<file path="src/rtl/mprl_pkg.sv">
// Shared constants, types and codes for the peak and RMS level meter.
package mprl_pkg;

    localparam int NUM_CHANNELS = 8;
    localparam int BAR_SEGMENTS = 20;
    localparam int SAMPLE_W     = 32;
    localparam int CH_W         = 3;
    localparam int WIN_W        = 17;
    localparam int LOG_W        = 22;
    localparam int LEVEL_W      = 12;
    localparam int BAR_W        = 5;
    localparam int PROD_W       = 48;

    localparam logic [22:0] PEAK_K = 23'd3945660;
    localparam logic [22:0] RMS_K  = 23'd1972830;
    localparam logic signed [15:0] SILENT_TENTHS = -16'sd1200;
    localparam logic signed [15:0] BAR_FLOOR     = -16'sd900;
    localparam int BAR_SHIFT = 26;
    localparam int BAR_RECIP = (2**BAR_SHIFT + 899) / 900;

    typedef logic [NUM_CHANNELS-1:0][SAMPLE_W-1:0] t_frame;

    typedef struct packed {
        logic [CH_W-1:0]           channel;
        logic signed [LEVEL_W-1:0] peak_tenths_db;
        logic signed [LEVEL_W-1:0] rms_tenths_db;
        logic [BAR_W-1:0]          peak_bar;
        logic [BAR_W-1:0]          rms_bar;
        logic                      last;
    } t_result;

    typedef struct packed {
        logic             start;
        logic [63:0]      x;
    } t_log_req;

    typedef struct packed {
        logic             done;
        logic [LOG_W-1:0] value;
    } t_log_rsp;

endpackage

</file>
<file path="src/rtl/mprl_log2.sv">
// Iterative log2 in Q16: six normalizing steps, then sixteen squarings.
module mprl_log2
    import mprl_pkg::*;
(
    input  logic     i_clk,
    input  logic     i_rst_n,
    input  t_log_req i_req,
    output t_log_rsp o_rsp
);

    typedef enum logic [2:0] {
        L_IDLE = 3'b001,
        L_NORM = 3'b010,
        L_SQ   = 3'b100
    } t_lstate;

    t_lstate      r_state;
    logic [63:0]  r_x;
    logic [5:0]   r_msb;
    logic [2:0]   r_step;
    logic [3:0]   r_it;
    logic [31:0]  r_m;
    logic [15:0]  r_frac;
    logic         r_done;
    logic [5:0]   n_k;
    logic [63:0]  n_x;
    logic [5:0]   n_msb;
    logic [63:0]  n_sq;
    logic [32:0]  n_t;

    always_comb begin
        n_k   = 6'd32 >> r_step;
        n_x   = r_x;
        n_msb = r_msb;
        if ((r_x >> (7'd64 - {1'b0, n_k})) == 64'd0) begin
            n_x   = r_x << n_k;
            n_msb = r_msb - n_k;
        end
        n_sq = {32'd0, r_m} * {32'd0, r_m};
        n_t  = n_sq[63:31];
    end

    always_ff @(posedge i_clk) begin
        if (!i_rst_n) begin
            r_state <= L_IDLE;
            r_done  <= 1'b0;
        end else begin
            r_done <= 1'b0;
            case (r_state)
                L_IDLE: begin
                    if (i_req.start) begin
                        r_x     <= i_req.x;
                        r_msb   <= 6'd63;
                        r_step  <= 3'd0;
                        r_state <= L_NORM;
                    end
                end
                L_NORM: begin
                    r_x    <= n_x;
                    r_msb  <= n_msb;
                    r_step <= r_step + 3'd1;
                    if (r_step == 3'd5) begin
                        r_m     <= n_x[63:32];
                        r_it    <= 4'd0;
                        r_frac  <= 16'd0;
                        r_state <= L_SQ;
                    end
                end
                L_SQ: begin
                    // A square at or above two sets the fraction bit and halves m.
                    if (n_t[32]) begin
                        r_m    <= n_t[32:1];
                        r_frac <= {r_frac[14:0], 1'b1};
                    end else begin
                        r_m    <= n_t[31:0];
                        r_frac <= {r_frac[14:0], 1'b0};
                    end
                    r_it <= r_it + 4'd1;
                    if (r_it == 4'd15) begin
                        r_done  <= 1'b1;
                        r_state <= L_IDLE;
                    end
                end
                default: begin
                    r_state <= L_IDLE;
                end
            endcase
        end
    end

    assign o_rsp.done  = r_done;
    assign o_rsp.value = {r_msb, r_frac};

endmodule

</file>
<file path="config.mk">
export PLATFORM = sky130hd
export DESIGN_NAME = mprl_log2
export DESIGN_NICKNAME = d
export VERILOG_FILES = /design/src/rtl/mprl_pkg.sv /design/src/rtl/mprl_log2.sv
export SDC_FILE = /design/constraint.sdc
export NUM_CORES = 2
export LEC_CHECK = 0
export ABC_AREA = 1
export BUFFER_PORTS_ARGS = -buffer_cell sky130_fd_sc_hd__buf_2
export CAP_MARGIN = 20
export CORE_MARGIN = 3
export CORE_UTILIZATION = 40
export CTS_CLUSTER_SIZE = 24
export DETAILED_ROUTE_END_ITERATION = 10
export SLEW_MARGIN = 20
export SYNTH_ARGS = -nofsm -noshare
export SYNTH_HDL_FRONTEND = slang
export SYNTH_SLANG_ARGS = --single-unit
</file>
<file path="constraint.sdc">
create_clock -name i_clk -period 14.8 [get_ports i_clk]
set_input_delay 0.74 -clock i_clk [delete_from_list [all_inputs] [get_ports i_clk]]
set_output_delay 0.74 -clock i_clk [all_outputs]
set_load 0.02 [all_outputs]
</file>
### Word level (Yosys, flattened, before mapping)

Cells that the tools add are included.

* $add $sub $neg: 4
* equal/unequal tests: 9
* shift operators: 3
* reduce and logical (&&, ||, !) cells: 8
* mux-type cells: 21
* multiply operators: 1

Operators by type and width (number)
* 2-to-1 mux 64 bit: 2
* case mux 64 bit (2 select lines): 1
* zero test 64 bit: 1
* multiplier 32 x 32 -> 64 bit: 1
* 2-to-1 mux 32 bit: 2
* case mux 32 bit (2 select lines): 1
* << shifter 64 x 6 -> 64 bit: 1
* >> shifter 64 x 7 -> 64 bit: 1
* case mux 16 bit (2 select lines): 1
* 2-to-1 mux 16 bit: 1
* 2-to-1 mux 3 bit: 4
* 2-to-1 mux 6 bit: 2
* case mux 6 bit (2 select lines): 1
* case mux 3 bit (3 select lines): 1
* AND reduction 3 bit: 3
* != test 2 bit, second input constant: 4
* case mux 4 bit (2 select lines): 1
* subtractor 7 x 6 -> 7 bit, first input constant: 1
* equality test 3 bit, second input constant: 2
* case mux 3 bit (2 select lines): 1
* >> shifter 6 x 3 -> 6 bit, first input constant: 1
* subtractor 6 bit: 1
* adder 4 x 1 -> 4 bit, second input constant: 1
* equality test 4 bit, second input constant: 1
* other kinds (8): 10

* input bits: 67
* bits in registers: 129
* output and inout port bits: 23

### Longest topological paths before layout

* depth in word-level cells: 7
* depth in mapped cells: 37
* depth with buffers taken out: 34

### Worst setup path before layout

Ideal clock, no wire load.

* path type: register -> register
* from: register r_m[14]
* to: register r_m[0], data pin
* required time: 14543 ps
* setup slack: 7285 ps
* arrival time: 7258 ps
* path buffers: 3
* cell stages (with the launch flop): 33
* cells stage by stage: edfxtp_1 -> clkbuf_1 -> buf_1 -> nand2_1 -> fa_1 -> inv_1 -> fa_1 -> inv_1 -> fa_1 -> fa_1 -> inv_1 -> fa_1 -> inv_1 -> fa_1 -> inv_1 -> fa_1 -> fa_1 -> ha_1 -> a21oi_1 -> o21ai_0 -> a21oi_1 -> o21ai_0 -> nand2_1 -> nand3_1 -> a21oi_1 -> inv_1 -> nand2_1 -> nand2_1 -> inv_1 -> clkbuf_1 -> nand2_1 -> o211ai_1 -> nand2_1

* word-level cells in the longest chain between the ends: 3

RTL lines
* from (decl): RTL line mprl_log2.sv:22 `logic [31:0] r_m;`
* from (signal assigned): RTL line mprl_log2.sv:63 `r_m <= n_x[63:32];`
* from (signal assigned): RTL line mprl_log2.sv:72 `r_m <= n_t[32:1];`
* from (signal assigned): RTL line mprl_log2.sv:75 `r_m <= n_t[31:0];`
* multiplier 32 x 32 -> 64 bit: RTL line mprl_log2.sv:39 `n_sq = {32'd0, r_m} * {32'd0, r_m};`
* 2-to-1 mux 32 bit: RTL line mprl_log2.sv:71 `if (n_t[32]) begin`
* case mux 32 bit (2 select lines): RTL line mprl_log2.sv:49 `case (r_state)`

No other way between the ends.
A chain may end at the register's enable or synchronous reset.

### Worst setup path in the final report

* from: register r_m[18]
* to: register r_m[0], data pin

The elaborated chain is that of the path after synthesis.

==> summary.txt <==
Run status
  • Outcome: finished, final reports clean

Drt
  • Met3 wire len: 8.73 mm
  • Final wirelength: 136 mm
  • Drt first pass iters: 8
  • WL met1: 58.8 mm
  • Routed len/inst: 18.9 um
  • Met2 wire len: 63.4 mm
  • DR vias/cell: 5.19
  • 1st-iter DRT viols: 3159
  • DRT antenna net count: 0
  • Highest metal used: met4
  • DR DRC count: 0
  • Routed vias: 37100

Yosys
  • Number of distinct library cells after synthesis: 51
  • Post-synth top cells: nand2_1 (1460), inv_1 (1399), fa_1 (792)
  • Main synth FF type: edfxtp_1
  • Post-synth top area share: 36.6%
  • Synth top area cells: fa_1 (37%), nand2_1 (13%), inv_1 (12%)
  • Post-synthesis async set-or-reset flop share: 0%
  • Area leader, netlist: fa_1
  • YS warnings: 0
  • Register bit count reported by yosys: 129
  • Cell with the most instances after synthesis: nand2_1
  • Net Count, Synth: 7011
  • Synthesized area: 0.0433 mm2
  • Post-synth EDFFs: 125
  • Post-synthesis cell count: 5842
  • Synth Area per Inst: 7.42 um2
  • Sequential cell area fraction in the yosys report: 8.85%

Floorplanning
  • DIE HEIGHT: 335 um
  • Die width: 335 um
  • Die area: 0.112 mm2
  • Placement Rows: 120
  • Core area: 0.107 mm2
  • I/O pins: 90
  • Initial Utilization: 40.4%

Timing
  • Worst-margin pin slew: 1.01 ns
  • Setup Viol. Count Final: 0
  • Hold Worst Slack: 0.492 ns
  • RSZ-0062 raised after global routing: false
  • Final setup TNS: 0 ns
  • Final WS setup: 5.09 ns
  • Final worst path period share: 65.6%
  • Final Slew Violations: 0
  • Final hold violation count: 0
  • Setup Skew: 0.0157 ns
  • Fmax: 0.103 GHz
  • Worst slew margin: 32.4%
  • Min Clock Period, post-route: 9.71 ns

Placement
  • HPWL Detailed: 107 mm
  • Setup WS pre-CTS: 5.25 ns
  • Placer Congestion: 0.987
  • Total placed cells including tap cells: 7127
  • Number of port buffers: 89

Worst setup path
  • WP data required: 15.01 ns
  • Crit path from: r_m[18]$_DFFE_PP_
  • Delay-heaviest family, CP: adder cells
  • Crit path DAT: 9.92 ns
  • Worst path slowest cell: edfxtp_1
  • CP endpoint kind: flip-flop
  • Crit path largest cell delay: 0.91 ns
  • Worst r2r src: r_m[18]$_DFFE_PP_
  • WP buf/inv: 6
  • CP Launch Type: flip-flop
  • Cell mode on critical path: fa_1
  • Setup CP Type: flip-flop to flip-flop
  • Crit Path Max Fanout: 33
  • R2R setup slack: 5.09 ns

Finish
  • Fraction of layout cells with a size suffix above 1: 4.01%
  • Fin nets: 6912
  • Synth-to-Final Area Change: 5.16%
  • Final std cells w/o fill: 7162

Clock network
  • Number of buffers created by CTS: 17
  • Post-CTS Hold Buffers: 0
  • Clock buffer depth: 2
  • Number of setup buffers added after CTS: 0
  • CTS tree: done
  • Post-CTS resize count: 0
  • Clock slew at reported path FFs: 0.07 ns
  • Root buffer cell: clkbuf_16
  • TritonCTS Sinks: 129
  • CTS HTree Levels: 4
  • Clk Latency, worst-skew pair: 0.47 ns

Worst hold path
  • Hold Startpoint: i_rst_n
  • Hold WC Path Type: input pin to flip-flop

GRT
  • Gr usage total: 24.6%
  • First-pass GRT wire length: 215 mm
  • Pin count of the biggest net entering global routing: 80
  • Grt ovf: 0
  • Initial antenna violation count: 2
  • Number of global-route vias before repair: 38200

Flow run
  • Max cap viols: 0
==> sequential cells by signal, indices dropped and copies added (netlist names) <==
name,cells
r_state,3
r_step,3
r_it,4
r_x,64
r_done,1
r_frac,16
r_msb,6
r_m,32
==> worst paths after layout <==
kind / end / cells past startpoint
setup / recovery: r_m[0]$_DFFE_PP_ / 26
hold / removal: r_state[0]$_SDFFE_PN1P_ / 2
setup reg to reg: r_m[0]$_DFFE_PP_ / 26
hold reg to reg: r_frac[2]$_SDFFCE_PP0P_ / 2
==> routing by layer <==
metal / track usage (%) / vias to the layer above
met4: 8.29 / 0
li1: - / 17500
met1: 34.0 / 18200
met2: 40.4 / 1314
met3: 2.40 / 212
met5: 0 / -
==> layout make-up <==
cell class                 instances  area, um2
antenna                            3       7.51
clock buffer                      19        443
clock inverter                    13        140
fill                           11100      61800
inverter                        1408       5290
multi-input combinational       4039      33200
sequential                       129       3830
tap                             1403       1760
timing repair buffer             148        888
==> through the flow <==
step / utilization [%] / area (um2)
finish: 42.4 / 45600
global route: 42.4 / 45600
CTS: 42.4 / 45600
detailed placement: 41.9 / 45000
global placement: 41.9 / 45000
floorplan: - / 43300
==> kinds of logic (layout without fill, tap and decap cells) <==
group,Yosys count,count (layout),share of synthesized area [%]
xor+xnor,82,82,1.71
buf+inv,1674,1588,14.7
flops,129,129,8.85
simple gates,2302,2302,22.0
other cells,0,3,0
mux,19,19,0.439
compound gates,534,534,6.77
fa+ha+maj,1102,1102,45.5
==> placed cells by master, fill, tap and decap left out, types with 4 or more instances in the layout <==
master,count
inv_1,1398
clkbuf_16,17
a221oi_1,4
o22ai_1,5
o21ai_1,33
nor4_1,6
nor2_1,211
nand3_1,570
mux2i_1,19
xnor2_1,34
a21oi_1,135
a31oi_1,31
or2_2,13
ha_1,307
nand3b_1,4
nand2_2,6
dfxtp_1,4
buf_4,59
fa_1,792
buf_2,89
edfxtp_1,125
xor2_1,45
nand4_1,5
o21ai_0,251
nand2_1,1458
inv_6,7
nor3_1,10
a21o_1,15
o21bai_1,20
inv_2,9
o211ai_1,18
a31o_2,5
and2_1,5
==> worst reg2reg max path: stages (launching register included) <==
cell	delay, ns
edfxtp_1	0.91
buf_4	0.51
nand2_1	0.18
fa_1	0.57
inv_1	0.06
fa_1	0.54
inv_1	0.05
fa_1	0.48
fa_1	0.54
inv_1	0.05
fa_1	0.45
fa_1	0.51
fa_1	0.41
ha_1	0.29
ha_1	0.37
a21oi_1	0.20
inv_1	0.06
a31oi_1	0.28
o21ai_0	0.26
nor2_1	0.17
nand3_1	0.27
a21oi_1	0.26
nand2_1	0.07
nand2_1	0.74
inv_1	0.75
o211ai_1	0.39
nand2_1	0.08
Power is not shown: default switching activity piles up to over one toggle a cycle in this logic, so the estimate is an artifact.
