File: config.mk
export PLATFORM = sky130hd
export DESIGN_NAME = mprl_front
export DESIGN_NICKNAME = d
export VERILOG_FILES = /design/src/rtl/mprl_pkg.sv /design/src/rtl/mprl_front.sv
export SDC_FILE = /design/constraint.sdc
export NUM_CORES = 1
export LEC_CHECK = 0
export ABC_CLOCK_PERIOD_IN_PS = 20800
export BUFFER_PORTS_ARGS = -buffer_cell sky130_fd_sc_hd__buf_2
export CAP_MARGIN = 15
export CORE_MARGIN = 2
export CORE_UTILIZATION = 45
export DETAILED_ROUTE_END_ITERATION = 6
export GPL_ROUTABILITY_DRIVEN = 0
export PLACE_DENSITY = 0.73
export SYNTH_ARGS = -nofsm -noshare
export SYNTH_HDL_FRONTEND = slang
export SYNTH_SLANG_ARGS = --single-unit
File: constraint.sdc
create_clock -name i_clk -period 20.8 [get_ports i_clk]
set_input_delay 4.16 -clock i_clk [delete_from_list [all_inputs] [get_ports i_clk]]
set_output_delay 4.16 -clock i_clk [all_outputs]
set_load 0.05 [all_outputs]
File: src/rtl/mprl_pkg.sv
// Shared constants, types and codes for the peak and RMS level meter.
package mprl_pkg;

    localparam int NUM_CHANNELS = 8;
    localparam int BAR_SEGMENTS = 20;
    localparam int SAMPLE_W     = 32;
    localparam int CH_W         = 3;
    localparam int WIN_W        = 17;
    localparam int LOG_W        = 22;
    localparam int LEVEL_W      = 12;
    localparam int BAR_W        = 5;
    localparam int PROD_W       = 48;

    localparam logic [22:0] PEAK_K = 23'd3945660;
    localparam logic [22:0] RMS_K  = 23'd1972830;
    localparam logic signed [15:0] SILENT_TENTHS = -16'sd1200;
    localparam logic signed [15:0] BAR_FLOOR     = -16'sd900;
    localparam int BAR_SHIFT = 26;
    localparam int BAR_RECIP = (2**BAR_SHIFT + 899) / 900;

    typedef logic [NUM_CHANNELS-1:0][SAMPLE_W-1:0] t_frame;

    typedef struct packed {
        logic [CH_W-1:0]           channel;
        logic signed [LEVEL_W-1:0] peak_tenths_db;
        logic signed [LEVEL_W-1:0] rms_tenths_db;
        logic [BAR_W-1:0]          peak_bar;
        logic [BAR_W-1:0]          rms_bar;
        logic                      last;
    } t_result;

    typedef struct packed {
        logic             start;
        logic [63:0]      x;
    } t_log_req;

    typedef struct packed {
        logic             done;
        logic [LOG_W-1:0] value;
    } t_log_rsp;

endpackage

File: src/rtl/mprl_front.sv
// Input frame queue that accepts transactions and hands frames to the back end.
module mprl_front
    import mprl_pkg::*;
(
    input  logic   i_clk,
    input  logic   i_rst_n,
    input  logic   i_push,
    input  t_frame i_frame,
    output logic   o_full,
    output logic   o_valid,
    output t_frame o_frame,
    input  logic   i_pop
);

    t_frame     r_mem [2];
    logic       r_wr;
    logic       r_rd;
    logic [1:0] r_count;
    logic       n_push;
    logic       n_pop;

    // The queue reports full while reset is held so that no transaction is taken then.
    assign o_full  = (r_count == 2'd2) || !i_rst_n;
    assign o_valid = (r_count != 2'd0);
    assign o_frame = r_mem[r_rd];
    assign n_push  = i_push && !o_full;
    assign n_pop   = i_pop && o_valid;

    always_ff @(posedge i_clk) begin
        if (n_push) begin
            r_mem[r_wr] <= i_frame;
        end
    end

    always_ff @(posedge i_clk) begin
        if (!i_rst_n) begin
            r_wr    <= 1'b0;
            r_rd    <= 1'b0;
            r_count <= 2'd0;
        end else begin
            if (n_push) begin
                r_wr <= ~r_wr;
            end
            if (n_pop) begin
                r_rd <= ~r_rd;
            end
            r_count <= r_count + {1'b0, n_push} - {1'b0, n_pop};
        end
    end

endmodule

# ---- Word-level counts from Yosys, hierarchy flattened
# Memories as Yosys holds them, arrays and structs flattened. A register that Yosys moved wholly into a read port is not among the register bits.
# Index checks and enable logic that the tools add are counted.
dict set report op_classes {
  n_eq_ne 1
  addsub 2
  reduce_logical 6
  n_bitwise 2
  muxes 4
}
# cell count
set ops {}
lappend ops {{1-bit two-way mux} 4}
lappend ops {{2-bit by 1-bit adder with 2-bit output} 1}
lappend ops {{2-bit equality test, second input constant} 1}
lappend ops {{1-bit logical AND} 2}
lappend ops {{1-bit logical NOT} 2}
lappend ops {{1-bit inverter} 2}
lappend ops {{2-bit nonzero test} 1}
lappend ops {{2-bit by 1-bit subtractor with 2-bit output} 1}
lappend ops {{1-bit logical OR} 1}
dict set report word_totals {
  ff_bits 4
  out_inout_bits 258
  word_cells 19
  ram_bits 512
  n_memories 1
}
# memory words word_bits read_ports rd_clocked_by_memory_dff wr line
set mem_list {}
lappend mem_list {r_mem 2 256 1 1 1 mprl_front.sv:15} ;# t_frame r_mem [2];

# ---- Longest topological paths before layout
# Gate-level depths: netlist of the first run.
dict set report depth {
  word_depth 6
  depth_mapped 8
  mapped_depth_nobuf 8
}

# ---- Worst setup path after synthesis of the first run
# No wires, ideal clock.
dict set report synth_timing {
  path_type {input -> register}
  startpoint {in i_push}
  endpoint {mem r_mem[0][0] (netlist bit), enable pin}
  setup_slack_ns 5.018
  stages 2
  setup_ns 0.879
  arrival_ns 14.904
  cell_sequence {nand3_1 -> nor2_1}
}
dict set report synth_via {
  elab_chain_len 3
}
# item line
set synth_lines {}
lappend synth_lines {{start, declared} mprl_front.sv:7} ;# input logic i_push,
lappend synth_lines {{1-bit logical AND} mprl_front.sv:26} ;# assign n_push = i_push && !o_full;
lappend synth_lines {{1-bit two-way mux} mprl_front.sv:30} ;# if (n_push) begin
lappend synth_lines {{1-bit two-way mux (implied by the code)} mprl_front.sv:31} ;# r_mem[r_wr] <= i_frame;
lappend synth_lines {{end, declared} mprl_front.sv:15}
# Every way passes these cells.

# ---- Final worst setup path of the first run
dict set report layout_timing {
  startpoint {in i_rst_n}
  endpoint {out o_full}
}
dict set report layout_via {
  elab_chain_len 2
}
# item line
set layout_lines {}
lappend layout_lines {{start, declared} mprl_front.sv:6} ;# input logic i_rst_n,
lappend layout_lines {{1-bit logical NOT} -}
lappend layout_lines {{1-bit logical OR} mprl_front.sv:23} ;# assign o_full = (r_count == 2'd2) || !i_rst_n;
lappend layout_lines {{end, declared} mprl_front.sv:9} ;# output logic o_full,
# Every way passes these cells.

==> flow_summary.toml, run 1 <==
[run_status]
status = "finished clean"

[global_route]
grt_pass1_wl_mm = 58.4
grt_antenna_before_repair = 15
track_usage = 0.177
overflow = 0
grt_max_degree = 76
grt_pass1_vias = 10000

[worst_setup_path]
rrSetupSlack_ps = 17760
startpoint = "i_rst_n"
cp.arrival_ps = 4600
crit_fanout = 7
timing.rr.end = "r_mem[0][25]$_DFFE_PP_"
crit_end = "o_full"
critPathLaunchType = "input port"
cp.required_ps = 16640
r2r_start = "r_count[0]$_SDFF_PN0_"
critical_path_class = "in2out"
cp-end-kind = "output port"
r2r_cells = 5

[logic_synthesis]
avgSynthCellArea_sq_um = 22.9
netlist_area_sq_um = 18800
synth_seq_cells = 517
synth_seq_area_share = 0.823
synth_cell_types = 19
synth.mux.area_fraction = 0.153
synth.top_cell.area_share = 0.818
synthAdderAreaFrac = 0.00133
synth_top_family_by_area = "multiplexers"
synth_fp_nets = 1084
synth_top_area_cell = "edfxtp_1"
synth_compound_area_frac = 0.00106
synth.area.top_cells = "edfxtp_1 82%, mux2_2 15%, buf_6 1.6%, dfxtp_1 0.53%, xnor2_1 0.14%"
synthXorXnorAreaFrac = 0.00140
yosysWarnings = 0
netlist_instances = 822
yosys.area_share.simple = 0.00306

[floorplan]
core_sq_um = 41000
initial_core_util = 0.458
dieArea_sq_um = 43400
io_pins = 518
fp.dieW_microns = 208
row_count = 74
die_y_microns = 208

[route]
route.detailed.drc = 0
vias = 9662
viasPerCell = 4.94
antenna_left = 0
wire_per_inst_microns = 20.4
drt-initial-drc-count = 621
drt-total-wl_mm = 40.0
drt_pass1_iterations = 4

[timing]
whs_ps = 527
final-setup-viol-count = 0
period_needed_ps = 8760
slew_headroom = 0.289
hold_viol_final = 0
max_slew.worst_pin.slew_ps = 1070
finalMaxSlewViolations = 0
fin_crit_sh = 0.421
clock_skew_ps = 22.5
setup_ws_ps = 12040
grt_setup_unrepaired = "no"
fmax_mhz = 114
tns_ps = 0

[finish]
num-nets-final = 1637
final_cell_mix = "517 x buf_2, 512 x edfxtp_1, 256 x mux2_2"
final_core_util = 0.572
drive_above_1_share = 0.607
area_delta_synth_final_pct = 24.7
final_common_cell = "buf_2"

[power]
worst_ir_drop_vdd_mv = 0.0876
p_leak_nw = 8.58
pwr_density_cell_nw_per_um2 = 128

[place]
port-buffer-count = 517
hpwlAfterDp_mm = 27.4
place_ws_ps = 12040

[clocking]
cts_setup_buffers = 0
cts_resized = 0
htree_levels = 2
insertion_delay_ps = 580
ctsHoldBuffers = 0
clockRootBuffer = "clkbuf_16"
cts_sinks = 517
clockBufferDepth = 3
cts.clk_slew.worst_paths_ps = 60
cts_tree = "done"
cts_buffers = 51

[hold_path]
min_path_type = "reg2reg"

[job]
cap_violations = 0
## kinds of logic (layout without fill, tap and decap cells)
| kind of cell | after synthesis | count (layout) |
|---|---|---|
| buffers and inverters | 30 | 619 |
| AOI/OAI and AO/OA | 3 | 3 |
| adders and majority gates | 2 | 2 |
| xor gates and xnor gates | 3 | 3 |
| muxes | 256 | 256 |
| other | 0 | 11 |
| and+or+nand+nor | 11 | 11 |
| DFF | 517 | 517 |
## power by group
group	total [mW]	internal, mW	switching (mW)
clock network	0.866	0.499	0.367
logic	0.866	0.237	0.628
registers	1.27	1.24	0.0328
## synth_stat cells
master	instances
buf_2	1
xnor2_1	3
o21bai_1	1
or2_2	1
and2_1	2
a21oi_1	1
o21a_1	1
dfxtp_1	5
edfxtp_1	512
mux2_2	256
nor2_1	2
nand3_1	1
nor2b_1	2
buf_6	26
buf_4	1
nand2_1	2
ha_1	2
inv_1	2
nand2b_1	1
## how the worst min path moves through the flow
stage | start | end | slack [ps] | cells past startpoint
after floorplan | r_wr$_SDFFE_PN0N_ | r_wr$_SDFFE_PN0N_ | 460 | 1
after global placement | r_wr$_SDFFE_PN0N_ | r_wr$_SDFFE_PN0N_ | 510 | 1
after detailed placement | r_wr$_SDFFE_PN0N_ | r_wr$_SDFFE_PN0N_ | 510 | 1
after CTS | r_wr$_SDFFE_PN0N_ | r_wr$_SDFFE_PN0N_ | 530 | 1
after global routing | r_wr$_SDFFE_PN0N_ | r_wr$_SDFFE_PN0N_ | 540 | 1
final | r_wr$_SDFFE_PN0N_ | r_wr$_SDFFE_PN0N_ | 530 | 1
## metal layers
layer / GRT usage / wire (microns) / vias up
met5: 0 / 66 / -
met4: 0.0638 / 1030 / 10
met3: 0.0708 / 3940 / 72
met2: 0.302 / 20100 / 401
met1: 0.203 / 14800 / 4770
li1: - / - / 4409
## registers in the layout, indices dropped and copies added (netlist names), named ones only
register	flops
r_count	2
r_mem	512
r_rd	1
r_wr	1
## critical path: stages
cell,delay (ps)
buf_2,130
nand2_1,60
buf_2,250
## through the flow
stage	std cells	power (mW)	area [sq um]
floorplan	822	2.01	18800
global placement	1854	2.15	21800
detailed placement	1854	2.16	21800
CTS	1943	3.03	23400
global route	1951	3.10	23400
finish	1954	3.00	23400
## area by class of cell
class                   count  area [sq um]
well taps                 532           666
flip-flops and latches    517         15500
inverters                   2          7.51
repair buffers            528          2670
diodes                     11          27.5
clock buffers              60          1310
clock inverters            29           258
multi-input cells         275          3030
fillers                  3123         17600
Power figures use the tool's default switching activity.
==> run 2, diff against run 1 <==
--- a/config.mk
+++ b/config.mk
@@ -5,7 +5,7 @@
 export SDC_FILE = /design/constraint.sdc
 export NUM_CORES = 1
 export LEC_CHECK = 0
-export ABC_CLOCK_PERIOD_IN_PS = 20800
+export ABC_CLOCK_PERIOD_IN_PS = 8500
 export BUFFER_PORTS_ARGS = -buffer_cell sky130_fd_sc_hd__buf_2
 export CAP_MARGIN = 15
 export CORE_MARGIN = 2
==> constraint.sdc (replaced) <==
create_clock -name i_clk -period 8.5 [get_ports i_clk]
set_input_delay 1.7 -clock i_clk [delete_from_list [all_inputs] [get_ports i_clk]]
set_output_delay 1.7 -clock i_clk [all_outputs]
set_load 0.05 [all_outputs]
==> run 2 against run 1 <==
Sequential share of layout area fell by 0.22 points. Sequential power grew 140%. Critical endpoint is now o_frame[128]. Register-to-register slack got worse by 12000 ps. Worst setup slack got worse by 8200 ps. Critical path type is now reg2out.
==> flow_summary.toml, run 2 (synthesis results as in run 1) <==
[global_route]
overflow = 0
track_usage = 0.183
grt_pass1_wl_mm = 60.0
grt_antenna_before_repair = 17
grt_pass1_vias = 10300
grt_max_degree = 134

[power]
p_leak_nw = 8.61
clkPwrFrac = 0.294
power_mw = 7.42
p_sw_frac = 0.340
seq_power_share = 0.419
p_int_mw = 4.90
pwr-share-comb = 0.287
p_sw_mw = 2.52
worst_ir_drop_vdd_mv = 0.239
pwr_density_cell_nw_per_um2 = 315

[timing]
grt_setup_unrepaired = "no"
fmax_mhz = 213
period_needed_ps = 4710
clock_skew_ps = 10.7
slew_headroom = 0.282
finalMaxSlewViolations = 0
final-setup-viol-count = 0
hold_viol_final = 0
tns_ps = 0
max_slew.worst_pin.slew_ps = 1080
setup_ws_ps = 3790
fin_crit_sh = 0.554

[clocking]
cts_buffers = 51
htree_levels = 2
cts_sinks = 517
clockRootBuffer = "clkbuf_16"
clockBufferDepth = 3
cts_setup_buffers = 0
cts_tree = "done"
insertion_delay_ps = 570
cts.clk_slew.worst_paths_ps = 60
cts_resized = 0
ctsHoldBuffers = 0

[finish]
final_cell_mix = "517 x buf_2, 512 x edfxtp_1, 256 x mux2_2"
largest_register = "r_mem"
largestRegisters = "r_mem (512), r_count (2)"
final_common_cell = "buf_2"
largest_reg_flops = 512
fin_cells = 1959
num-nets-final = 1636
area_delta_synth_final_pct = 25.1
final_core_util = 0.573
drive_above_1_share = 0.606

[place]
place_inst = 1853
hpwlAfterDp_mm = 27.3
place_ws_ps = 4160
port-buffer-count = 517

[floorplan]
fp.dieW_microns = 208
io_pins = 518
row_count = 74
initial_core_util = 0.458
dieArea_sq_um = 43400
die_y_microns = 208
core_sq_um = 41000

[worst_setup_path]
r2r_cells = 5
critPathLaunchType = "flip-flop"
rrSetupSlack_ps = 5440
cp.arrival_ps = 3010
cp-end-kind = "output port"
crit_fanout = 67
timing.rr.end = "r_mem[0][47]$_DFFE_PP_"
critical_path_class = "reg2out"
cp.required_ps = 6800
r2r_start = "r_count[0]$_SDFF_PN0_"

[hold_path]
min_path_type = "reg2reg"
holdPathEnd = "r_wr$_SDFFE_PN0N_"
hold_path_startpoint = "r_wr$_SDFFE_PN0N_"
worstHoldPathCells = 1

[route]
drt_pass1_iterations = 5
wire_per_inst_microns = 20.8
vias = 9786
antenna_left = 0
route.detailed.drc = 0
drt-initial-drc-count = 683
viasPerCell = 5.00
drt-total-wl_mm = 40.7

[job]
cap_violations = 0

[run_status]
status = "finished clean"
## run 2: cell count changes in the layout (fill, tap and decap cells not counted), sizes merged
cell,before,now
clkinv,18,21
buf,528,527
clkbuf,60,65
inv,7,2
bufinv,4,5
clkinvlp,2,4
## run 2: power groups by stage
stage | Combinational, mW | Sequential, mW | Clock (mW)
4_1_cts | 2.15 | 3.11 | 2.24
3_5_place_dp | 2.14 | 3.16 | 0
5_1_grt | 2.21 | 3.12 | 2.34
3_3_place_gp | 2.13 | 3.15 | 0
6_report | 2.13 | 3.11 | 2.18
2_1_floorplan | 1.74 | 3.15 | 0
## run 2: through the flow
step	instance area (sq um)	hold slack (ps)
3_5_place_dp	21900	511
2_1_floorplan	18800	465
5_1_grt	23500	554
6_report	23500	524
4_1_cts	23500	526
3_3_place_gp	21900	503
## run 2: worst max-delay path, stage by stage, from the launching register on
cell,delay (ps)
dfxtp_4,960
buf_4,740
mux2_2,440
buf_2,220
## run 2: layer usage
| metal | up-vias | track usage | wire, microns |
|---|---|---|---|
| met3 | 91 | 0.0681 | 4150 |
| met2 | 454 | 0.312 | 20700 |
| met4 | 10 | 0.0806 | 1260 |
| met1 | 4818 | 0.204 | 14600 |
| met5 | - | 0 | 68 |
| li1 | 4413 | - | - |
## run 2: area by class of cell
type	count	area (sq um)
repair buffers	527	2680
clock inverters	30	270
diodes	11	27.5
flip-flops and latches	517	15500
fillers	3055	17500
inverters	2	7.51
well taps	532	666
clock buffers	65	1370
multi-input cells	275	3030
## run 2: worst max-delay path by stage
stage | endpoint | slack, ps | cells past startpoint
2_1_floorplan | r_mem[0][0]$_DFFE_PP_ | -510 | 2
3_3_place_gp | r_mem[0][17]$_DFFE_PP_ | 4170 | 5
3_5_place_dp | r_mem[0][191]$_DFFE_PP_ | 4160 | 5
4_1_cts | o_frame[132] | 3640 | 3
5_1_grt | o_frame[132] | 3590 | 3
6_report | o_frame[128] | 3790 | 3
