### src/rtl/mprl_pkg.sv
// Shared constants, types and codes for the peak and RMS level meter.
package mprl_pkg;

    localparam int NUM_CHANNELS = 8;
    localparam int BAR_SEGMENTS = 20;
    localparam int SAMPLE_W     = 32;
    localparam int CH_W         = 3;
    localparam int WIN_W        = 17;
    localparam int LOG_W        = 22;
    localparam int LEVEL_W      = 12;
    localparam int BAR_W        = 5;
    localparam int PROD_W       = 48;

    localparam logic [22:0] PEAK_K = 23'd3945660;
    localparam logic [22:0] RMS_K  = 23'd1972830;
    localparam logic signed [15:0] SILENT_TENTHS = -16'sd1200;
    localparam logic signed [15:0] BAR_FLOOR     = -16'sd900;
    localparam int BAR_SHIFT = 26;
    localparam int BAR_RECIP = (2**BAR_SHIFT + 899) / 900;

    typedef logic [NUM_CHANNELS-1:0][SAMPLE_W-1:0] t_frame;

    typedef struct packed {
        logic [CH_W-1:0]           channel;
        logic signed [LEVEL_W-1:0] peak_tenths_db;
        logic signed [LEVEL_W-1:0] rms_tenths_db;
        logic [BAR_W-1:0]          peak_bar;
        logic [BAR_W-1:0]          rms_bar;
        logic                      last;
    } t_result;

    typedef struct packed {
        logic             start;
        logic [63:0]      x;
    } t_log_req;

    typedef struct packed {
        logic             done;
        logic [LOG_W-1:0] value;
    } t_log_rsp;

endpackage

### src/rtl/mprl_outq.sv
// Result queue of one window's worth of channel results.
module mprl_outq
    import mprl_pkg::*;
(
    input  logic    i_clk,
    input  logic    i_rst_n,
    input  logic    i_push,
    input  t_result i_data,
    output logic    o_empty,
    output t_result o_data,
    input  logic    i_pop
);

    t_result       r_mem [8];
    logic [2:0]    r_wr;
    logic [2:0]    r_rd;
    logic [3:0]    r_count;
    logic          n_pop;

    assign o_empty = (r_count == 4'd0);
    assign o_data  = r_mem[r_rd];
    assign n_pop   = i_pop && !o_empty;

    always_ff @(posedge i_clk) begin
        if (i_push) begin
            r_mem[r_wr] <= i_data;
        end
    end

    always_ff @(posedge i_clk) begin
        if (!i_rst_n) begin
            r_wr    <= 3'd0;
            r_rd    <= 3'd0;
            r_count <= 4'd0;
        end else begin
            if (i_push) begin
                r_wr <= r_wr + 3'd1;
            end
            if (n_pop) begin
                r_rd <= r_rd + 3'd1;
            end
            r_count <= r_count + {3'd0, i_push} - {3'd0, n_pop};
        end
    end

endmodule

### config.mk
export PLATFORM = sky130hd
export DESIGN_NAME = mprl_outq
export DESIGN_NICKNAME = d
export VERILOG_FILES = /design/src/rtl/mprl_pkg.sv /design/src/rtl/mprl_outq.sv
export SDC_FILE = /design/constraint.sdc
export NUM_CORES = 1
export LEC_CHECK = 0
export ABC_AREA = 1
export ABC_CLOCK_PERIOD_IN_PS = 4400
export BUFFER_PORTS_ARGS = -buffer_cell sky130_fd_sc_hd__buf_4
export CORE_UTILIZATION = 45
export CTS_CLUSTER_SIZE = 12
export DETAILED_ROUTE_END_ITERATION = 12
export HOLD_SLACK_MARGIN = 0.06
export PLACE_DENSITY_LB_ADDON = 0.3
export SLEW_MARGIN = 20
export SYNTH_ARGS = -nofsm -noshare
export SYNTH_HDL_FRONTEND = slang
export SYNTH_SLANG_ARGS = --single-unit
### constraint.sdc
create_clock -name i_clk -period 4.4 [get_ports i_clk]
set_input_delay 0.22 -clock i_clk [delete_from_list [all_inputs] [get_ports i_clk]]
set_output_delay 0.22 -clock i_clk [all_outputs]
set_load 0.1 [all_outputs]
## Word level (Yosys, flattened, before mapping)

Memories as Yosys holds them, arrays and structs flattened. A register that Yosys moved wholly into a read port is not among the register bits.
Index checks and enable logic that the tools add are counted.

| operators by class | value |
|---|---|
| multiplexer cells | 4 |
| add/subtract/negate cells | 4 |
| reduce and logical (&&, ||, !) cells | 3 |

Operators with widths:

| cell | number |
|---|---|
| adder 3 x 1 -> 3 bit (second input constant) | 2 |
| two-way mux 3 bit | 2 |
| adder 4 x 1 -> 4 bit | 1 |
| logical NOT 4 bit | 1 |
| subtractor 4 x 1 -> 4 bit | 1 |
| two-way mux 1 bit | 2 |
| logical AND 1 bit | 1 |
| logical NOT 1 bit | 1 |

| word-level totals | value |
|---|---|
| RAM bits | 304 |
| register bits after elaboration | 10 |
| output and inout bits | 39 |
| bits of input ports | 42 |
| memories | 1 |

Memory list:

| name | depth | width | read ports | clocked after Yosys merged registers in | wr ports | RTL line | text |
|---|---|---|---|---|---|---|---|
| r_mem | 8 | 38 | 1 | 1 | 1 | mprl_outq.sv:14 | `t_result r_mem [8];` |

## Logic depth before layout (Yosys ltp)

Gate-level depths: netlist of the first run.

| depth | value |
|---|---|
| word-level depth | 5 |
| depth in mapped cells | 11 |

## Worst setup path after synthesis of the first run

Ideal clock, no wire load.

| timing | value |
|---|---|
| kind | flip-flop to flip-flop |
| start | register r_wr[0] |
| end | memory r_mem[0][0] in the netlist's numbering (enable) |
| cell stages (with the launch flop) | 3 |
| arrival time | 2205 ps |
| slack | 1762 ps |
| cells stage by stage | dfxtp_1 or2_1 nor2_1 |

RTL lines:

| element | RTL line | text |
|---|---|---|
| from (decl) | mprl_outq.sv:15 | `logic [2:0] r_wr;` |
| from (signal assigned) | mprl_outq.sv:37 | `r_wr <= r_wr + 3'd1;` |
| to (decl) | mprl_outq.sv:14 |  |

Straight into the memory's write port.

==> run_results.csv, run 1 <==
group,metric,value,unit
die,std_cell_rows,63,
global_route,grt_antenna_before_repair,0,
yosys,yosys-top-cells-area,"sky130_fd_sc_hd__edfxtp_1 66%, sky130_fd_sc_hd__nand2_1 14%, sky130_fd_sc_hd__inv_1 6.1%",
finish,final_nets,1563,
yosys,yosys.cell_types.count,22,
yosys,net_count_after_synthesis,1451,
detailed_routing,detailed_route_drc_error_count,0,
detailed_routing,post_drt_wl_per_cell,15.06,um
detailed_routing,routed_wl,28960,um
yosys,yosysTopAreaCellShare,65.71,%
detailed_routing,dr.pass1.iters,5,
placement,preCtsSetupSlack,1.348,ns
setup_path,cp-end-kind,"output port",
power,ir_worst_vdd,388.9,uV
run_status,run_status,"complete, no violations",
sta,grt_setup_unrepaired,"false",
sta,max_slew_margin,30.17,%
placement,detailed_place_hpwl,15260,um
cts,cts_setup_buffers,0,
power,power.leakage,7.284,nW
setup_path,worst-setup-path-type,"reg -> out",
finish,areaGrowthSynthToFinish,16.36,%
sta,setup_viol_count_final,0,
yosys,synth-warning-count,0,
finish,antenna_diode_count,0,
finish,layout-drive-gt1-share,15.53,%
sta,highest_attainable_clock_frequency,0.2811,GHz
detailed_routing,dr_total_vias,9087,
power,p_per_area,558.1,mW/mm^2
worst_hold_path,worstHoldPathType,"in -> reg",
global_route,globalRouteOverflowTotal,0,
sta,final_critical_path_setup_slack,0.8423,ns
cts,clock_tree.root_cell,"sky130_fd_sc_hd__clkbuf_16",
cts,cts-root-to-sink-buffers,3,
die,chipWidth,177.7,um
sta,timing_max_transition_violations_final,0,
sta,report.final.hold_viol_count,0,
yosys,part_of_the_yosys_area_used_for_sequential_elements,67.59,%
cts,htree_levels,2,
sta,finalWorstPathRequiredPeriod,3.558,ns
setup_path,cp-start-kind,"register",
global_route,grtUsageTotal,19.34,%
sta,tightest_slew,1.047,ns
setup_path,timing.critical_path.fanout_max,97,
yosys,ys_ff_latch,317,
power,totalPowerFinal,9.022,mW
finish,fillers,2586,
cts,clock-sinks,317,
cts,clk_pin_slew_worst_paths,0.06,ns
yosys,synth_area_per_cell,9.909,sq um
yosys,syn_inst,1402,
sta,hold-worst-slack,0.4887,ns
yosys,post_synthesis_cell_area,0.01389,sq mm
die,die_height,177.7,um
sta,totalNegativeSetupSlack,0,ns
detailed_routing,avgViaCountPerCell,4.725,
flow_run,cap_viol_max_count,0,
cts,clock_tree_from_tritoncts,"done",
placement,portBuffers,80,
placement,routabilityCongestion,0.7216,
detailed_routing,initialDrtViolationCount,557,
placement,placed_cell_area,0.01479,sq mm
die,pin_count,81,
die,placeable_core_region,0.03003,sq mm
cts,clk_latency,0.51,ns
global_route,first_global_vias,8992,
setup_path,critical_path_arrival,3.34,ns
global_route,grt_start_max_net_pins,98,
setup_path,crit_required,4.18,ns
die,die_area,0.03158,sq mm
global_route,grt_first_pass_wirelength,46600,um
sta,timing.clock.skew,0.02440,ns
sta,period_share,80.86,%
cts,cts_inserted_buffers,34,
die,initial_utilization,46.26,%
detailed_routing,ant_nets,0,
finish,finish.instance_area,0.01617,sq mm
yosys,synth.largest_area_cell,"sky130_fd_sc_hd__edfxtp_1",
[metrics by stage]
step                      utilization, %  std cells
final                              53.83       1923
after global placement             49.26       1827
after global routing               53.83       1923
after floorplan                        -       1402
after detailed placement           49.26       1827
after CTS                          53.83       1923
[worst max-delay path, cell delays in order, from the launching register on]
cell and delay [ns]:
sky130_fd_sc_hd__dfxtp_4 0.85, sky130_fd_sc_hd__inv_4 0.56, sky130_fd_sc_hd__buf_4 0.52, sky130_fd_sc_hd__nand2_1 0.12
sky130_fd_sc_hd__nand3_1 0.07, sky130_fd_sc_hd__nand2_1 0.11, sky130_fd_sc_hd__nand2_1 0.05, sky130_fd_sc_hd__nand2_1 0.15
sky130_fd_sc_hd__buf_4 0.31
[final cells by class]
| cell class | instances | area (sq um) | share of cell area (%) |
|---|---|---|---|
| repair buffers | 135 | 1116 | 6.904 |
| flip-flops and latches | 317 | 9395 | 58.12 |
| clock buffers | 48 | 924.6 | 5.720 |
| clock inverters | 7 | 37.54 | 0.2322 |
| multi-input cells | 705 | 2995 | 18.53 |
| well taps | 390 | 488.0 | 3.019 |
| inverters | 321 | 1209 | 7.477 |
[final timing paths]
kind | start | to | slack, ns | cells after the start
worst min-delay path | i_data[12] | r_mem[1][12]$_DFFE_PP_ | 0.49 | 2
worst max-delay path | register | o_data[35] | 0.84 | 8
worst min register to register | r_wr[0]$_SDFFE_PN0P_ | r_wr[0]$_SDFFE_PN0P_ | 0.50 | 2
worst max register to register | r_wr[0]$_SDFFE_PN0P_ | r_mem[2][14]$_DFFE_PP_ | 2.07 | 3
[report_power, final]
group / total [mW] / switching [mW] / leakage [nW] / internal, mW
clock: 2.53 / 1.07 / 0.466 / 1.46
sequential: 3.49 / 0.0858 / 2.87 / 3.40
combinational: 3.00 / 2.32 / 3.95 / 0.676
total: 9.02 / 3.48 / 7.28 / 5.54
[kinds of logic (layout without fill, tap and decap cells)]
family / after synthesis / count (layout) / share of synthesized area [%]
flops: 317 / 317 / 67.59
compound gates: 10 / 10 / 0.3602
buf+inv: 380 / 511 / 11.29
xor+xnor: 1 / 1 / 0.06306
simple gates: 687 / 687 / 20.02
fa+ha+maj: 7 / 7 / 0.6845
[metal layers]
layer / vias up / GRT usage [%] / share of wire [%]
met3: 45 / 3.213 / 5.3
met4: 0 / 5.840 / 1.9
met5: - / 0 / 0
met1: 4265 / 25.77 / 45
li1: 4562 / - / -
met2: 215 / 32.41 / 48
[repair_timing]
item / in CTS / in global routing
endpoints found under the hold margin: 317 / 0
resized for setup: 0 / 0
hold buffers: 41 / 0
[cells in the final DEF, fill, tap and decap left out, types with 5 or more instances in the layout]
cell type	netlist	layout
sky130_fd_sc_hd__dlygate4sd3_1	0	41
sky130_fd_sc_hd__nor2_4	0	8
sky130_fd_sc_hd__nand3_1	158	158
sky130_fd_sc_hd__edfxtp_1	304	304
sky130_fd_sc_hd__clkinv_1	1	5
sky130_fd_sc_hd__clkbuf_1	10	13
sky130_fd_sc_hd__a21oi_1	7	7
sky130_fd_sc_hd__ha_1	6	6
sky130_fd_sc_hd__dfxtp_1	13	10
sky130_fd_sc_hd__inv_2	93	93
sky130_fd_sc_hd__clkbuf_16	0	35
sky130_fd_sc_hd__buf_4	4	94
sky130_fd_sc_hd__nand2_1	510	510
sky130_fd_sc_hd__nor2_1	17	9
sky130_fd_sc_hd__inv_1	225	225
[sequential cells by signal, indices dropped and copies added, names as in the netlist, named ones only]
register and flops:
r_wr 3, r_rd 3, r_mem 304, r_count 4
[cell usage after synthesis]
master and instances:
sky130_fd_sc_hd__dfxtp_1 13, sky130_fd_sc_hd__inv_1 225, sky130_fd_sc_hd__nand2_1 510, sky130_fd_sc_hd__inv_2 93, sky130_fd_sc_hd__edfxtp_1 304, sky130_fd_sc_hd__clkinv_1 1
sky130_fd_sc_hd__buf_6 11, sky130_fd_sc_hd__ha_1 6, sky130_fd_sc_hd__nand3_1 158, sky130_fd_sc_hd__o21ai_0 1, sky130_fd_sc_hd__nor2_1 17, sky130_fd_sc_hd__or2_1 2
sky130_fd_sc_hd__buf_1 2, sky130_fd_sc_hd__a21oi_1 7, sky130_fd_sc_hd__xnor2_1 1, sky130_fd_sc_hd__clkbuf_1 10, sky130_fd_sc_hd__clkinv_2 1, sky130_fd_sc_hd__buf_2 32
sky130_fd_sc_hd__o21ai_1 2, sky130_fd_sc_hd__fa_1 1, sky130_fd_sc_hd__buf_4 4, sky130_fd_sc_hd__inv_4 1
Note: power is estimated with default switching activity, not from simulation.
==> run 2, diff against run 1 <==
Settings changed: ABC_CLOCK_PERIOD_IN_PS 4400 to 3000.
Clock period 4.4 ns to 3 ns, I/O delays scaled along.
==> run 2 against run 1 <==
Combinational power grew 52%. Cell area grew 1.6%. Sequential power grew 45%. Wire length shrank 0.96%. Utilization grew 0.89 points. Count of clock-buffer cells in the layout grew 2. Die area is the same. Largest cell class unchanged.
==> run_results.csv, run 2 (synthesis gave the netlist of run 1 again) <==
group,metric,value,unit
cts,clock_tree_from_tritoncts,"done",
sta,totalNegativeSetupSlack,0,ns
cts,clk_latency,0.50,ns
die,std_cell_rows,63,
worst_hold_path,worstHoldPathType,"in -> reg",
die,pin_count,81,
global_route,grt_first_pass_wirelength,45950,um
flow_run,cap_viol_max_count,0,
cts,cts_resized,0,
finish,most_common_library_cell_in_the_layout_ignoring_fill_and_taps,"sky130_fd_sc_hd__nand2_1",
global_route,grtUsageTotal,18.94,%
sta,period_share,81.18,%
global_route,grt_antenna_before_repair,1,
setup_path,critical_path_arrival,2.29,ns
die,placeable_core_region,0.03003,sq mm
detailed_routing,dr.pass1.iters,5,
detailed_routing,ant_nets,0,
setup_path,worst-setup-path-type,"reg -> out",
sta,grt_setup_unrepaired,"false",
cts,clock-sinks,317,
cts,htree_levels,2,
die,chipWidth,177.7,um
die,die_area,0.03158,sq mm
setup_path,crit_required,2.85,ns
finish,layout-drive-gt1-share,16.17,%
power,p_per_area,821.7,mW/mm^2
power,ir_worst_vdd,824.1,uV
setup_path,cp-start-kind,"register",
detailed_routing,initialDrtViolationCount,769,
sta,tightest_slew,0.7170,ns
detailed_routing,detailed_route_drc_error_count,0,
finish,layout_top_registers,"r_mem: 304 flops, r_count: 4 flops",
die,initial_utilization,46.26,%
global_route,grt_start_max_net_pins,153,
cts,cts_inserted_buffers,34,
finish,areaGrowthSynthToFinish,18.28,%
setup_path,cp-end-kind,"output port",
cts,clock_tree.root_cell,"sky130_fd_sc_hd__clkbuf_16",
setup_path,timing.critical_path.fanout_max,56,
placement,detailed_place_hpwl,15440,um
sta,timing_max_transition_violations_final,0,
sta,report.final.hold_viol_count,0,
placement,routabilityCongestion,0.7167,
finish,final_nets,1573,
finish,layout.cells.most_common_list,"510 x sky130_fd_sc_hd__nand2_1, 304 x sky130_fd_sc_hd__edfxtp_1, 225 x sky130_fd_sc_hd__inv_1, 158 x sky130_fd_sc_hd__nand3_1, 94 x sky130_fd_sc_hd__buf_4",
sta,finalWorstPathRequiredPeriod,2.435,ns
sta,timing.clock.skew,0.009914,ns
finish,fillers,2506,
power,power.leakage,7.403,nW
finish,largest_register_ffs,304,
finish,largest-register,"r_mem",
run_status,run_status,"complete, no violations",
die,die_height,177.7,um
global_route,first_global_vias,8795,
cts,cts-root-to-sink-buffers,3,
detailed_routing,post_drt_wl_per_cell,14.81,um
global_route,globalRouteOverflowTotal,0,
placement,portBuffers,80,
detailed_routing,avgViaCountPerCell,4.709,
sta,setup_viol_count_final,0,
detailed_routing,routed_wl,28690,um
cts,clk_pin_slew_worst_paths,0.06,ns
power,totalPowerFinal,13.50,mW
sta,max_slew_margin,52.20,%
sta,highest_attainable_clock_frequency,0.4106,GHz
detailed_routing,dr_total_vias,9122,
## run 2: cell types whose count changed in the layout (fill, tap and decap cells not counted)
| cell | before | now |
|---|---|---|
| sky130_fd_sc_hd__buf_12 | 0 | 9 |
| sky130_fd_sc_hd__clkbuf_1 | 13 | 10 |
| sky130_fd_sc_hd__clkbuf_8 | 0 | 3 |
| sky130_fd_sc_hd__clkinv_1 | 5 | 8 |
| sky130_fd_sc_hd__clkbuf_16 | 35 | 37 |
| sky130_fd_sc_hd__inv_6 | 2 | 0 |
| sky130_fd_sc_hd__diode_2 | 0 | 1 |
| sky130_fd_sc_hd__dlygate4sd3_1 | 41 | 42 |
## run 2: final timing paths
path / depth (start not counted) / slack (ns) / startpoint / to
hold reg to reg: 2 / 0.50 / r_wr[0]$_SDFFE_PN0P_ / r_wr[0]$_SDFFE_PN0P_
setup / recovery: 8 / 0.56 / register / o_data[18]
setup reg to reg: 9 / 0.85 / r_count[2]$_SDFF_PN0_ / r_count[0]$_SDFF_PN0_
hold / removal: 2 / 0.43 / i_data[9] / r_mem[3][9]$_DFFE_PP_
## run 2: where the power goes
group          leakage [nW]  switching, mW  internal [mW]
Combinational          4.03           3.49           1.07
Clock                 0.504           1.57           2.31
Sequential             2.87         0.0775           4.99
Total                  7.40           5.13           8.37
## run 2: layer usage
metal	share of wire (%)	global-route usage, %	vias to the layer above
li1	-	-	4593
met1	45	25.55	4287
met2	48	32.23	209
met3	4.8	2.742	33
met4	1.6	4.487	0
met5	0	0	-
## run 2: final cells by class
cell class / count / area, sq um / area share [%]
Sequential cell: 317 / 9395 / 57.18
Multi-Input combinational cell: 705 / 2995 / 18.23
Timing Repair Buffer: 145 / 1306 / 7.949
Inverter: 321 / 1209 / 7.356
Clock buffer: 50 / 1005 / 6.114
Tap cell: 390 / 488.0 / 2.970
Clock inverter: 8 / 31.28 / 0.1904
Antenna cell: 1 / 2.502 / 0.01523
## run 2: worst max-delay path: stages (launching register included)
cell and delay [ns]:
sky130_fd_sc_hd__dfxtp_4 0.36, sky130_fd_sc_hd__inv_4 0.48, sky130_fd_sc_hd__buf_4 0.32, sky130_fd_sc_hd__nand2_1 0.07
sky130_fd_sc_hd__nand3_1 0.08, sky130_fd_sc_hd__nand2_1 0.06, sky130_fd_sc_hd__nand2_1 0.05, sky130_fd_sc_hd__nand2_1 0.09
sky130_fd_sc_hd__buf_4 0.24
## run 2: timing repair
| action | CTS | global route |
|---|---|---|
| buffers inserted | 0 | 0 |
| hold endpoints to repair | 317 | 0 |
| hold buffers | 42 | 0 |
## run 2: stage by stage
stage | hold WS [ns] | instance area (sq um) | instances | utilization, % | setup WS, ns
CTS | 0.4057 | 16430 | 1936 | 54.71 | 0.5182
floorplan | 0.2489 | 13890 | 1402 | - | 0.3621
detailed placement | 0.3858 | 14970 | 1836 | 49.86 | 0.9571
global route | 0.4271 | 16430 | 1937 | 54.71 | 0.4254
finish | 0.4252 | 16430 | 1937 | 54.71 | 0.5646
global placement | 0.3801 | 14970 | 1836 | 49.86 | 1.029
==> run 3, diff against run 2 <==
Settings changed: ABC_AREA 1 to 0, ABC_CLOCK_PERIOD_IN_PS 3000 to 2100.
Clock period 3 ns to 2.1 ns, I/O delays scaled along.
==> run 3 against run 2 <==
The run now ends with DRC, setup timing left. Global-route usage is 1.0 points lower. Largest cell class unchanged. Cell area down 4.3%. Via count down 37%. Critical path depth shrank 2. Utilization increased by 5.5 points.
==> run_results.csv, run 3 <==
group,metric,value,unit
yosys,ys_ff_latch,317,
run_status,run_status,"finished, violations left",
yosys,yosysTopAreaCellShare,75.73,%
finish,layout-drive-gt1-share,42.01,%
detailed_routing,initialDrtViolationCount,471,
cts,htree_levels,2,
setup_path,reg2regPathDepth,9,
finish,largest-register,"r_mem",
yosys,part_of_the_yosys_area_used_for_sequential_elements,77.89,%
cts,clock-sinks,317,
worst_hold_path,worst_min_path_start,"i_data[8]",
global_route,grt_antenna_before_repair,1,
power,ir_worst_vdd,859.1,uV
yosys,post_synthesis_cell_area,0.01205,sq mm
sta,setup_viol_count_final,38,
detailed_routing,ant_nets,0,
setup_path,worst-setup-path-type,"reg -> out",
sta,finalWorstPathRequiredPeriod,2.346,ns
power,p_per_area,1161,mW/mm^2
die,die_height,165.7,um
setup_path,cp-end-kind,"output port",
global_route,grt_start_max_net_pins,32,
die,pin_count,81,
setup_path,critical_register_to_register_path_startpoint,"r_count[2]$_SDFF_PN0_",
setup_path,critical_path_arrival,2.24,ns
run_status,failed_checks,"DRC, setup timing",
finish,layout_top_registers,"r_mem: 304 flops, r_count: 4 flops",
global_route,grtUsageTotal,17.93,%
yosys,syn_inst,510,
die,initial_utilization,46.13,%
setup_path,timing.critical_path.fanout_max,7,
yosys,synth_area_per_cell,23.64,sq um
worst_hold_path,min_to,"r_mem[3][8]$_DFFE_PP_",
yosys,postSynth.asyncResetShare,0,%
die,chipWidth,165.7,um
setup_path,regToRegSetupSlack,0.14,ns
detailed_routing,routed_wl,23890,um
detailed_routing,detailed_route_drc_error_count,15,
finish,final_nets,739,
setup_path,crit_required,2.00,ns
cts,clk_pin_slew_worst_paths,0.06,ns
worst_hold_path,worstHoldPathType,"in -> reg",
yosys,synthMostInstantiatedCell,"sky130_fd_sc_hd__edfxtp_1",
sta,report.final.hold_viol_count,0,
cts,clock_tree_from_tritoncts,"done",
finish,layout.cells.most_common_list,"304 x sky130_fd_sc_hd__edfxtp_1, 76 x sky130_fd_sc_hd__mux4_2, 60 x sky130_fd_sc_hd__buf_4, 49 x sky130_fd_sc_hd__buf_12, 42 x sky130_fd_sc_hd__dlygate4sd3_1",
yosys,yosys_most_used_dff,"sky130_fd_sc_hd__edfxtp_1",
finish,areaGrowthSynthToFinish,30.52,%
finish,most_common_library_cell_in_the_layout_ignoring_fill_and_taps,"sky130_fd_sc_hd__edfxtp_1",
setup_path,cp-start-kind,"register",
placement,detailed_place_hpwl,13380,um
global_route,first_global_vias,6181,
detailed_routing,post_drt_wl_per_cell,22.90,um
finish,finalCoreUtilization,60.20,%
placement,dp.cells,930,
cts,clock_tree.root_cell,"sky130_fd_sc_hd__clkbuf_16",
sta,tightest_slew,0.4846,ns
sta,period_share,111.7,%
flow_run,cap_viol_max_count,0,
sta,highest_attainable_clock_frequency,0.4263,GHz
placement,portBuffers,80,
detailed_routing,avgViaCountPerCell,5.504,
global_route,grt_first_pass_wirelength,36780,um
yosys,net_count_after_synthesis,559,
sta,timing.clock.skew,0.02208,ns
sta,max_slew_margin,67.69,%
yosys,synth.largest_area_cell,"sky130_fd_sc_hd__edfxtp_1",
detailed_routing,dr.pass1.iters,9,
setup_path,worst_r2r_endpoint,"r_count[2]$_SDFF_PN0_",
cts,clk_latency,0.50,ns
sta,timing_max_transition_violations_final,0,
die,die_area,0.02744,sq mm
worst_hold_path,timing.hold.worst_path_depth,2,
die,std_cell_rows,59,
global_route,globalRouteOverflowTotal,0,
finish,finish.cell_count_without_fillers,1043,
sta,grt_setup_unrepaired,"true",
yosys,synth-warning-count,0,
placement,routabilityCongestion,0.6844,
die,placeable_core_region,0.02613,sq mm
detailed_routing,dr_total_vias,5741,
power,power.leakage,5.245,nW
sta,final_critical_path_setup_slack,-0.2460,ns
cts,cts-root-to-sink-buffers,3,
yosys,yosys.cell_types.count,27,
yosys,yosys-top-cells-area,"sky130_fd_sc_hd__edfxtp_1 76%, sky130_fd_sc_hd__mux4_2 14%, sky130_fd_sc_hd__mux2_2 3.5%",
finish,largest_register_ffs,304,
cts,cts_inserted_buffers,34,
yosys,synth_edf_count,304,
yosys,synth.top_cells.by_count,"304 x sky130_fd_sc_hd__edfxtp_1, 76 x sky130_fd_sc_hd__mux4_2, 38 x sky130_fd_sc_hd__mux2_2, 13 x sky130_fd_sc_hd__dfxtp_1, 9 x sky130_fd_sc_hd__clkbuf_1",
-- run 3: changes by cell type after synthesis, sizes merged, moves of 7 or more --
| cell | before | now |
|---|---|---|
| inv | 319 | 3 |
| nand2 | 510 | 8 |
| mux4 | 0 | 76 |
| mux2 | 0 | 38 |
| buf | 49 | 14 |
| nor2 | 17 | 6 |
| mux2i | 0 | 7 |
| nand3 | 158 | 0 |
-- run 3: worst max-delay path: stages (launching register included) --
cell and delay [ns]:
sky130_fd_sc_hd__dfxtp_4 0.37, sky130_fd_sc_hd__buf_12 0.13, sky130_fd_sc_hd__buf_12 0.12, sky130_fd_sc_hd__buf_16 0.14, sky130_fd_sc_hd__mux4_2 0.51, sky130_fd_sc_hd__mux2_4 0.30, sky130_fd_sc_hd__buf_12 0.17
-- run 3: cell type report --
type                       instances  area (sq um)
fill                            1819         10400
sequential                       317          9398
multi-input combinational        167          2734
timing repair buffer             167          2167
clock buffer                      47         940.9
tap                              335         419.2
clock inverter                     6         60.06
inverter                           3         11.26
antenna                            1         2.502
-- run 3: worst max-delay path by stage --
stage                                startpoint                    end  slack, ns  cells past startpoint
final                                  register             o_data[13]      -0.25                      6
after global routing                   register             o_data[13]      -0.31                      6
after detailed placement  r_count[3]$_SDFF_PN0_  r_count[3]$_SDFF_PN0_       0.02                      9
after CTS                              register             o_data[21]      -0.26                      6
after global placement    r_count[3]$_SDFF_PN0_  r_count[3]$_SDFF_PN0_       0.11                      9
after floorplan           r_count[2]$_SDFF_PN0_  r_count[2]$_SDFF_PN0_      -0.68                     10
-- run 3: cell families after synthesis --
family	Yosys count	share of synthesized area, %
muxes	121	18.33
buffers and inverters	26	1.194
DFF	317	77.89
AOI/OAI and AO/OA	5	0.2698
and+or+nand+nor	31	1.308
xor gates and xnor gates	3	0.2180
adders and majority gates	7	0.7889
-- run 3: repair_timing --
item	CTS	global route
resized for setup	133	7
setup buffers	10	2
gates cloned	6	1
setup endpoints to repair	38	40
hold buffers	42	0
hold endpoints to repair	317	0
-- run 3: metrics by stage --
step                      setup slack, ns  hold slack, ns  area, sq um  power, mW  TNS [ns]
after floorplan                   -0.6754          0.2039        12130      10.80    -2.200
after global placement             0.1057          0.3314        13470      11.71         0
final                             -0.2460          0.3783        15730      18.27    -7.303
after global routing              -0.3118          0.3796        15730      18.85    -9.885
after CTS                         -0.2562          0.3651        15680      18.36    -8.226
after detailed placement          0.02218          0.3409        13470      11.76         0
-- run 3: power by group --
group / total, mW / switching, mW / leakage [nW] / internal, mW
Clock: 5.41 / 2.18 / 0.488 / 3.23
Combinational: 5.64 / 3.29 / 1.89 / 2.35
Sequential: 7.22 / 0.0814 / 2.87 / 7.14
-- run 3: layer usage --
metal,part of all wire [%],GRT usage (%)
met3,4.7,3.489
met1,44,24.28
met2,50,29.96
met5,0,0
met4,1.8,4.795
